`src/rtl/scp_pkg.sv`:
```
`timescale 1ns / 1ps
// Shared types, constants and IEEE single-precision arithmetic for the sine/cosine pipeline.
// Used by scp_cell and sine_cosine_polynomial; depends on nothing else.
package scp_pkg;

   localparam int        NUM_CELLS = 18;
   localparam logic [31:0] QNAN    = 32'h7FC0_0000;

   typedef enum logic [3:0] {
      OP_QMUL  = 4'd0,
      OP_QRND  = 4'd1,
      OP_TRUNC = 4'd2,
      OP_TMUL  = 4'd3,
      OP_YSUB  = 4'd4,
      OP_FOLD  = 4'd5,
      OP_SQR   = 4'd6,
      OP_HMUL0 = 4'd7,
      OP_HADD  = 4'd8,
      OP_HMUL  = 4'd9,
      OP_FINAL = 4'd10
   } cell_op_type;

   typedef struct packed {
      logic        kind;
      logic        nan;
      logic        fold;
      logic [31:0] x;
      logic [31:0] y;
      logic [31:0] y2;
      logic [31:0] acc;
   } stage_type;

   // Rounds a real to the nearest single-precision pattern (ties to even).
   // Only used at elaboration for the constants below; all of them are normal numbers.
   function automatic logic [31:0] to_fp(input real v);
      real         a;
      real         rem;
      int          e;
      longint      t;
      logic        s;
      logic [23:0] m;
      s = (v < 0.0);
      a = s ? -v : v;
      e = 0;
      for (int i = 0; i < 200; i++) begin
         if (a >= 2.0) begin
            a = a / 2.0;
            e++;
         end
      end
      for (int i = 0; i < 200; i++) begin
         if (a < 1.0) begin
            a = a * 2.0;
            e--;
         end
      end
      a = a * 8388608.0;
      t = longint'(a);
      if (real'(t) > a) t--;
      rem = a - real'(t);
      if (rem > 0.5 || (rem == 0.5 && t[0])) t++;
      if (t >= 64'sd16777216) begin
         t = t >>> 1;
         e++;
      end
      m = t[23:0];
      return {s, 8'(e + 127), m[22:0]};
   endfunction

   localparam logic [31:0] INV_TWO_PI = to_fp(0.159154943);
   localparam logic [31:0] TWO_PI     = to_fp(6.283185307);
   localparam logic [31:0] PI_FULL    = to_fp(3.141592654);
   localparam logic [31:0] PI_HALF    = to_fp(1.570796327);
   localparam logic [31:0] FP_HALF    = 32'h3F00_0000;

   // Horner coefficients, row 0 for sine and row 1 for cosine, highest order first.
   // Subtractions of the source are folded into negative coefficients.
   localparam logic [31:0] COEF [2][6] = '{
      '{to_fp(-2.3889859e-08), to_fp(2.7525562e-06), to_fp(-0.00019840874),
        to_fp(0.0083333310), to_fp(-0.16666667), 32'h3F80_0000},
      '{to_fp(-2.6051615e-07), to_fp(2.4760495e-05), to_fp(-0.0013888378),
        to_fp(0.041666638), to_fp(-0.5), 32'h3F80_0000}
   };

   localparam cell_op_type CELL_OP [NUM_CELLS] = '{
      OP_QMUL, OP_QRND, OP_TRUNC, OP_TMUL, OP_YSUB, OP_FOLD, OP_SQR, OP_HMUL0,
      OP_HADD, OP_HMUL, OP_HADD, OP_HMUL, OP_HADD, OP_HMUL, OP_HADD, OP_HMUL,
      OP_HADD, OP_FINAL
   };

   localparam int CELL_COEF [NUM_CELLS] = '{
      0, 0, 0, 0, 0, 0, 0, 0, 1, 0, 2, 0, 3, 0, 4, 0, 5, 0
   };

   function automatic logic is_nan(input logic [31:0] a);
      return (&a[30:23]) && (|a[22:0]);
   endfunction

   function automatic logic is_inf(input logic [31:0] a);
      return (&a[30:23]) && !(|a[22:0]);
   endfunction

   // Single-precision multiply, round to nearest even, with subnormals.
   function automatic logic [31:0] fp_mul(input logic [31:0] a, input logic [31:0] b);
      logic        s;
      logic [23:0] ma;
      logic [23:0] mb;
      logic [47:0] p;
      logic [47:0] pn;
      logic [49:0] t;
      logic [49:0] mask;
      logic        sticky;
      logic        rb;
      logic [32:0] res;
      int          pos;
      int          e;
      int          sh;
      s = a[31] ^ b[31];
      if (is_nan(a) || is_nan(b)) return QNAN;
      if ((is_inf(a) && b[30:0] == '0) || (is_inf(b) && a[30:0] == '0)) return QNAN;
      if (is_inf(a) || is_inf(b)) return {s, 8'hFF, 23'h0};
      if (a[30:0] == '0 || b[30:0] == '0) return {s, 31'h0};
      ma = {|a[30:23], a[22:0]};
      mb = {|b[30:23], b[22:0]};
      p  = ma * mb;
      pos = 0;
      for (int i = 0; i < 48; i++) begin
         if (p[i]) pos = i;
      end
      pn = p << (47 - pos);
      e = ((a[30:23] == '0) ? 1 : int'(a[30:23])) + ((b[30:23] == '0) ? 1 : int'(b[30:23]))
          - 126 - (47 - pos);
      sh = 0;
      if (e < 1) begin
         sh = 1 - e;
         e  = 1;
      end
      if (sh > 49) sh = 49;
      t      = {pn, 2'b00};
      mask   = (50'h1 << sh) - 50'h1;
      sticky = |(t & mask);
      t      = t >> sh;
      sticky = sticky | (|t[24:0]);
      rb     = t[25] & (sticky | t[26]);
      res    = ((33'(e) - 33'd1) << 23) + 33'(t[49:26]) + 33'(rb);
      if (res >= 33'h0_7F80_0000) return {s, 8'hFF, 23'h0};
      return {s, res[30:0]};
   endfunction

   // Single-precision add, round to nearest even, with subnormals.
   function automatic logic [31:0] fp_add(input logic [31:0] a, input logic [31:0] b);
      logic [31:0] big;
      logic [31:0] sml;
      logic [26:0] am;
      logic [26:0] bm;
      logic [26:0] bs;
      logic [26:0] mask;
      logic [27:0] sum;
      logic [26:0] m;
      logic        rb;
      logic [32:0] res;
      int          eb;
      int          es;
      int          d;
      int          pos;
      int          lz;
      int          e;
      if (is_nan(a) || is_nan(b)) return QNAN;
      if (is_inf(a) && is_inf(b)) return (a[31] == b[31]) ? a : QNAN;
      if (is_inf(a)) return a;
      if (is_inf(b)) return b;
      if (a[30:0] >= b[30:0]) begin
         big = a;
         sml = b;
      end else begin
         big = b;
         sml = a;
      end
      eb = (big[30:23] == '0) ? 1 : int'(big[30:23]);
      es = (sml[30:23] == '0) ? 1 : int'(sml[30:23]);
      d  = eb - es;
      am = {|big[30:23], big[22:0], 3'b000};
      bm = {|sml[30:23], sml[22:0], 3'b000};
      if (d > 26) begin
         bs = {26'h0, |bm};
      end else begin
         mask = (27'h1 << d) - 27'h1;
         bs   = (bm >> d) | {26'h0, |(bm & mask)};
      end
      if (a[31] != b[31]) sum = {1'b0, am} - {1'b0, bs};
      else                sum = {1'b0, am} + {1'b0, bs};
      if (sum == '0) return {a[31] & b[31], 31'h0};
      e = eb;
      if (sum[27]) begin
         m = sum[27:1] | {26'h0, sum[0]};
         e = e + 1;
      end else begin
         pos = 0;
         for (int i = 0; i < 27; i++) begin
            if (sum[i]) pos = i;
         end
         lz = 26 - pos;
         if (lz > e - 1) lz = e - 1;
         m = sum[26:0] << lz;
         e = e - lz;
      end
      rb  = m[2] & (m[1] | m[0] | m[3]);
      res = ((33'(e) - 33'd1) << 23) + 33'(m[26:3]) + 33'(rb);
      if (res >= 33'h0_7F80_0000) return {big[31], 8'hFF, 23'h0};
      return {big[31], res[30:0]};
   endfunction

   // Truncation toward zero with saturation to the 32-bit integer range, back in single.
   function automatic logic [31:0] trunc_sat(input logic [31:0] v);
      logic [31:0] mask;
      if (v[30:23] < 8'd127) return 32'h0;
      if (v[30:23] >= 8'd158) return {v[31], 8'd158, 23'h0};
      if (v[30:23] >= 8'd150) return v;
      mask = (32'h1 << (8'd150 - v[30:23])) - 32'h1;
      return v & ~mask;
   endfunction

endpackage

```
`src/rtl/scp_cell.sv`:
```
`timescale 1ns / 1ps
// One cell of the evaluation chain: a single rounded float operation and its stage register.
// Depends on scp_pkg for the stage record, the op codes and the float arithmetic.
module scp_cell #(
   parameter scp_pkg::cell_op_type Op   = scp_pkg::OP_QMUL,
   parameter int                   Coef = 0
) (
   input  logic                clock,
   input  logic                reset,
   input  logic                in_valid,
   output logic                in_ready,
   input  scp_pkg::stage_type  in_data,
   output logic                out_valid,
   input  logic                out_ready,
   output scp_pkg::stage_type  out_data
);
   import scp_pkg::*;

   logic      valid_ff;
   logic      valid_in;
   stage_type data_ff;
   stage_type data_in;
   logic      fold_hi;
   logic      fold_lo;
   logic [31:0] final_val;

   assign in_ready  = !valid_ff || out_ready;
   assign valid_in  = in_ready ? in_valid : valid_ff;
   assign out_valid = valid_ff;
   assign out_data  = data_ff;

   always_comb begin
      data_in   = in_data;
      fold_hi   = !in_data.y[31] && (in_data.y[30:0] > PI_HALF[30:0]);
      fold_lo   = in_data.y[31] && (in_data.y[30:0] > PI_HALF[30:0]);
      final_val = '0;
      unique case (Op)
         OP_QMUL: begin
            data_in.nan  = &in_data.x[30:23];
            data_in.fold = 1'b0;
            data_in.acc  = fp_mul(INV_TWO_PI, in_data.x);
         end
         OP_QRND: begin
            // Negative zero counts as non-negative here.
            data_in.acc = fp_add(in_data.acc,
               (in_data.x[31] && in_data.x[30:0] != '0) ? {1'b1, FP_HALF[30:0]} : FP_HALF);
         end
         OP_TRUNC: data_in.acc = trunc_sat(in_data.acc);
         OP_TMUL:  data_in.acc = fp_mul(TWO_PI, in_data.acc);
         OP_YSUB:  data_in.y   = fp_add(in_data.x, {~in_data.acc[31], in_data.acc[30:0]});
         OP_FOLD: begin
            if (fold_hi || fold_lo) begin
               data_in.fold = 1'b1;
               data_in.y    = fp_add({fold_lo, PI_FULL[30:0]},
                                     {~in_data.y[31], in_data.y[30:0]});
            end
         end
         OP_SQR:   data_in.y2  = fp_mul(in_data.y, in_data.y);
         OP_HMUL0: data_in.acc = fp_mul(COEF[in_data.kind][Coef], in_data.y2);
         OP_HADD:  data_in.acc = fp_add(in_data.acc, COEF[in_data.kind][Coef]);
         OP_HMUL:  data_in.acc = fp_mul(in_data.acc, in_data.y2);
         OP_FINAL: begin
            if (in_data.kind) begin
               final_val = in_data.fold ? {~in_data.acc[31], in_data.acc[30:0]} : in_data.acc;
            end else begin
               final_val = fp_mul(in_data.acc, in_data.y);
            end
            data_in.acc = (in_data.nan || is_nan(final_val)) ? QNAN : final_val;
         end
         default: data_in = in_data;
      endcase
   end

   always_ff @(posedge clock) begin
      if (reset) begin
         valid_ff <= 1'b0;
      end else begin
         valid_ff <= valid_in;
      end
   end

   always_ff @(posedge clock) begin
      if (in_ready && in_valid) begin
         data_ff <= data_in;
      end
   end

endmodule

```
`config.mk`:
```
export PLATFORM = sky130hd
export DESIGN_NAME = scp_cell
export DESIGN_NICKNAME = d
export VERILOG_FILES = /design/src/rtl/scp_pkg.sv /design/src/rtl/scp_cell.sv
export SDC_FILE = /design/constraint.sdc
export NUM_CORES = 1
export LEC_CHECK = 0
export ABC_AREA = 1
export BUFFER_PORTS_ARGS = -buffer_cell sky130_fd_sc_hd__buf_4
export CAP_MARGIN = 30
export CORE_MARGIN = 5
export CORE_UTILIZATION = 40
export CTS_BUF_LIST = sky130_fd_sc_hd__clkbuf_8 sky130_fd_sc_hd__clkbuf_16
export CTS_CLUSTER_DIAMETER = 60
export DETAILED_ROUTE_END_ITERATION = 8
export SYNTH_ARGS = -nofsm -noshare
export SYNTH_HDL_FRONTEND = slang
export SYNTH_SLANG_ARGS = --single-unit
```
`constraint.sdc`:
```
create_clock -name clock -period 41.9 [get_ports clock]
set_clock_uncertainty 0.05 [all_clocks]
set_input_delay 6.285 -clock clock [delete_from_list [all_inputs] [get_ports clock]]
set_output_delay 6.285 -clock clock [all_outputs]
set_load 0.01 [all_outputs]
```
Word-level counts from Yosys, hierarchy flattened. Cells that the tools add are included.

Input bits: 135. Bits in registers: 131. Logic and storage cells: 121. Output and inout port bits: 133.

Order comparisons: 3. Shift operators: 3. Add/sub/neg operators: 9. Multiply operators: 1. Muxes and demuxes: 81. Bitwise gates (word level): 4. Reduce and logical (&&, ||, !) cells: 13.

Operator list (count): $mux W32 (65); $and A50 B50 Y50 (1); $reduce_or A50 Y1 (1); $shl A1 B32 Y50 const A (1); $shr A50 B32 Y50 (1); $sub A50 B1 Y50 const B (1); $mul A24 B24 Y48 const A (1); $shl A48 B32 Y48 (1); $mux W10 (4); $add A33 B1 Y33 (1); $add A33 B24 Y33 (1); $ge A33 B31 Y1 const B (1); $gt A32 B7 Y1 const B (1); $lt A32 B2 Y1 const B (1); $sub A10 B32 Y32 (1); $sub A2 B32 Y32 const A (1); $sub A7 B32 Y32 const A (1); $logic_not A31 Y1 (1); $reduce_or A25 Y1 (1); $reduce_or A23 Y1 (1); $mux W1 (11); $sub A10 B2 Y10 const B (1); $sub A9 B7 Y10 const B (1); $add A7 B8 Y9 const A (1); 9 further kinds (13).

Longest topological paths before layout.
Depth after elaboration: 81. Depth in mapped cells: 116.

Worst setup path before layout. No wires, ideal clock.

Path type: input to register. From: input port in_data[99] (netlist name). To: register data_ff (netlist bit out_data[21]) (data pin). Cell stages on the path: 94. Setup time: 0.256 ns. Setup slack: 21.330 ns. Arrival: 20.263 ns. Buffers on the path: 5. Cells stage by stage: inv_1 fa_1 fa_1 fa_1 inv_1 fa_1 inv_1 fa_1 fa_1 fa_1 inv_1 ha_1 nand2_1 nor2_1 a211oi_1 o21ai_2 a21boi_2 o21ai_2 (+58 left out) nand2_1 nand2_2 inv_1 ha_1 inv_1 nor2_2 nand2_2 inv_2 nand2_2 nand2_2 nand2_1 nand2_2 nand2_2 nor2_4 nand3_4 nand3_4 buf_12 nor2_2.

Cells in the longest elaborated chain, start to end: 78. Elaborated cells on any way between the ends: 102. Those cells by class: add/sub: 7; mul: 1; order compare: 3; shift: 3; mux: 77; bitwise: 4; reduce/logical: 7.

Ends and longest elaborated chain: start: declaration (line scp_cell.sv:12) `input scp_pkg::stage_type in_data,`; $mul A24 B24 Y48 (line scp_pkg.sv:125) `p = ma * mb;`; $mux W32 (45 in series) (line scp_pkg.sv:128) `if (p[i]) pos = i;`; $mux W32 (line scp_pkg.sv:123) `ma = {|a[30:23], a[22:0]};`; $mux W32 (line scp_pkg.sv:122) `if (a[30:0] == '0 || b[30:0] == '0) return {s, 31'h0};`; $mux W32 (line scp_pkg.sv:120) `if ((is_inf(a) && b[30:0] == '0) || (is_inf(b) && a[30:0] == '0)) return QNAN;`; $sub A7 B32 Y32 (line scp_pkg.sv:130, scp_pkg.sv:132); $sub A10 B32 Y32 (line scp_pkg.sv:132) `- 126 - (47 - pos);`; $sub A2 B32 Y32 or $lt A32 B2 Y1 (tied branches) (line scp_pkg.sv:135, scp_pkg.sv:134); (+18 left out); $mux W1 (line scp_pkg.sv:146) `if (res >= 33'h0_7F80_0000) return {s, 8'hFF, 23'h0};`; $mux W1 (line scp_pkg.sv:123); $mux W1 (line scp_pkg.sv:122); $mux W1 (line scp_pkg.sv:120); $mux W32 (line scp_pkg.sv:147) `return {s, res[30:0]};`; $mux W32 (line scp_pkg.sv:123); $mux W32 (line scp_pkg.sv:122); $mux W32 * (line scp_pkg.sv:120); end signal: assignment (line scp_cell.sv:84) `data_ff <= data_in;`; end: declaration (line scp_cell.sv:21) `stage_type data_ff;`.

Mark *: on every way between the ends. The rest lies on a longest branch, timed or not. The select of a mux whose other input is x is not followed. A chain may end at the register's enable or synchronous reset.

Worst setup path after layout.
From: input port in_data[120] (netlist name). To: register data_ff (netlist bit out_data[0]) (data pin).

Cells in the longest elaborated chain, start to end: 59. Elaborated cells on any way between the ends: 86. Those cells by class: add/sub: 9; mul: 1; order compare: 3; shift: 3; mux: 58; bitwise: 4; reduce/logical: 8.

Ends and longest elaborated chain: $reduce_or A8 Y1 (line scp_pkg.sv:124) `mb = {|b[30:23], b[22:0]};`; $mul A24 B24 Y48 (line scp_pkg.sv:125); $mux W32 (25 in series) (line scp_pkg.sv:128); $mux W32 (line scp_pkg.sv:123); $mux W32 (line scp_pkg.sv:122); $mux W32 (line scp_pkg.sv:120); $sub A7 B32 Y32 (line scp_pkg.sv:130, scp_pkg.sv:132); $sub A10 B32 Y32 (line scp_pkg.sv:132); (+19 left out); $mux W1 (line scp_pkg.sv:146); $mux W1 (line scp_pkg.sv:123); $mux W1 (line scp_pkg.sv:122); $mux W1 (line scp_pkg.sv:120); $mux W32 (line scp_pkg.sv:147); $mux W32 (line scp_pkg.sv:123); $mux W32 (line scp_pkg.sv:122); $mux W32 * (line scp_pkg.sv:120).

Marks and branches as above.

==> results.cfg <==
[run_status]
outcome = finished clean

[drt]
drt-vias-per-instance = 5.31
wl_mm = 73.8
first_pass_iters = 7
first_iter_violations = 1783
vias = 22400
drc = 0
antenna_left = 0
routedWlPerCell_um = 17.5

[synthesis]
yosysWarnings = 0
yosysSeqAreaShare = 0.161
syn_inst = 3274
synth-edff-count = 130
synth_largest_area_cell = edfxtp_1
synth.top_cell.area_share = 0.160
synth.cell_area_sq_um = 24400
yosysUniqueCellTypes = 79
synth_area_leaders = edfxtp_1 16%, fa_1 15%, ha_1 14%, nand3_1 11%, nand2_1 11%
synth-seq-cells = 131
syn_nets = 3869
synthArstFlopShare = 0
syn_avg_cell_area_sq_um = 7.44
synth_flop_cell = edfxtp_1

[global_routing]
grt_start_max_net_pins = 68
grt_use_total = 0.222
grt_pass1_vias = 22000
grt_antenna_before_repair = 0
grt-ovfl-total = 0
grt_first_pass_wirelength_mm = 118

[worst_setup_path]
critPathMostFrequentCell = nand2_1
crit_fanout = 48
cp_num_buf_inv = 11
reg2reg_slack_ps = 39440
slowest_delay_ps = 590
cp_num_cells = 85
crit_family = simple AND/OR/NAND/NOR gates
crit_path_start_kind = input pin
end_kind = flip-flop
cp.required_ps = 42050
cp_slowest_cell = ha_2
rr_startpoint = out_valid
worstSetupEndpoint = out_data[0]
worstSetupPathType = input pin to flip-flop
r2r-end = out_data[115]
reg2reg_depth = 3
startpoint = in_data[120]
cp_data_arrival_time_ps = 24600

[timing]
period_share = 0.584
setup_tns_ps = 0
hold_violations = 0
tightest_slew_ps = 931
rsz0062_at_grt = no
setup_violations = 0
period_minus_slack_ps = 24450
drv_slew = 0
fmax_ghz = 0.0409
slew_headroom = 0.378
finalWorstSetupSlack_ps = 17450

[clocking]
clockBufferDepth = 2
numCtsBuffers = 17
cts_tree = built
post_cts_buffers = 0
post_cts_resized = 0
cts-root-buf = clkbuf_16
htree_levels = 4
clkTransAtPathRegs_ps = 80
postCtsHoldBufs = 0
cts_sinks = 131
clk_latency_ps = 460

[hold_path]
min_path_type = flip-flop to flip-flop

[placement]
gp_routability_congestion = 1.01
numPortBuffers = 232
pre_cts_slack_ps = 17270
dp_hpwl_mm = 60.5

[layout]
final_cell_mix = 691 x nand2_1, 523 x nand3_1, 493 x inv_1, 274 x ha_1, 250 x buf_4
drive_gt1_frac = 0.135
layout.nets = 4027
nFillCells = 6286
multi_input_area_sq_um = 17600
final-seq-area_sq_um = 3920
layout_commonest_cell = nand2_1
insertedDiodeCount = 0
syn_to_final_growth_pct = 10.6
fin_util = 0.446

[floorplan]
fp.dieH_um = 257
initial_utilization = 0.404
rows = 90
core_sq_um = 60400
pin_count = 268
die_x_um = 257
die-area_sq_um = 65900

[flow_run]
cap_violations = 0
through the flow:
stage                     std cells  cell area (sq um)  hold slack, ps
after global routing           4227              26900             588
after global placement         4195              26300             548
after detailed placement       4195              26300             553
final                          4227              26900             542
after floorplan                3274              24400             527
after CTS                      4227              26900             565
sequential cells by signal, indices dropped and copies added, names as in the netlist:
signal	count
out_data	130
out_valid	1
routing by layer:
layer	vias to the layer above	share of wire	GRT usage
met3	126	0.056	0.0305
li1	11100	-	-
met5	-	0	0
met2	692	0.46	0.367
met1	10500	0.45	0.299
met4	0	0.034	0.0759
area by class of cell:
class / count / share of cell area
multi-input combinational: 2516 / 0.653
timing repair buffer: 250 / 0.0697
tap: 782 / 0.0363
sequential: 131 / 0.146
inverter: 516 / 0.0723
clock inverter: 15 / 0.00697
clock buffer: 17 / 0.0158
cells in the mapped netlist, types with 12 or more instances:
cell type,n
buf_6,30
nor2_1,237
nor2_2,19
o22ai_1,16
nand2_2,52
nand3_1,523
o21ai_1,14
xor2_1,50
and2_1,18
a21oi_1,73
inv_1,493
clkbuf_4,12
nor3_1,36
nor2_4,24
edfxtp_1,130
buf_4,30
buf_2,14
xnor2_1,39
nand2_1,691
ha_1,275
nor4_1,12
o21ai_0,52
nand3_2,12
clkbuf_1,16
inv_2,18
nand4_1,68
fa_1,185
how the worst min path moves through the flow:
stage	slack, ps	from	cells past startpoint	to
2_1_floorplan	530	out_valid	2	out_valid
3_3_place_gp	550	out_valid	2	out_valid
3_5_place_dp	550	out_valid	2	out_valid
4_1_cts	560	out_valid	2	out_valid
5_1_grt	590	out_valid	2	out_valid
6_report	540	out_valid	2	out_valid
worst min-delay path, cell delays in order, from the launching register on:
cell,delay (ps)
dfxtp_1,350
nand2_1,130
a21oi_1,70
cell families (layout without fill, tap and decap cells):
kind of cell               count (synthesis)  after routing  share of synthesized area
AOI/OAI and AO/OA                        233            233                     0.0605
xor gates and xnor gates                  92             92                     0.0345
adders and majority gates                460            460                      0.293
buffers and inverters                    627            798                      0.117
DFF                                      131            131                      0.161
muxes                                      1              1                   0.000411
other                                      1              1                   0.000154
and+or+nand+nor                         1729           1729                      0.333
Power is not shown: default switching activity piles up to over one toggle a cycle in this logic, so the estimate is an artifact.
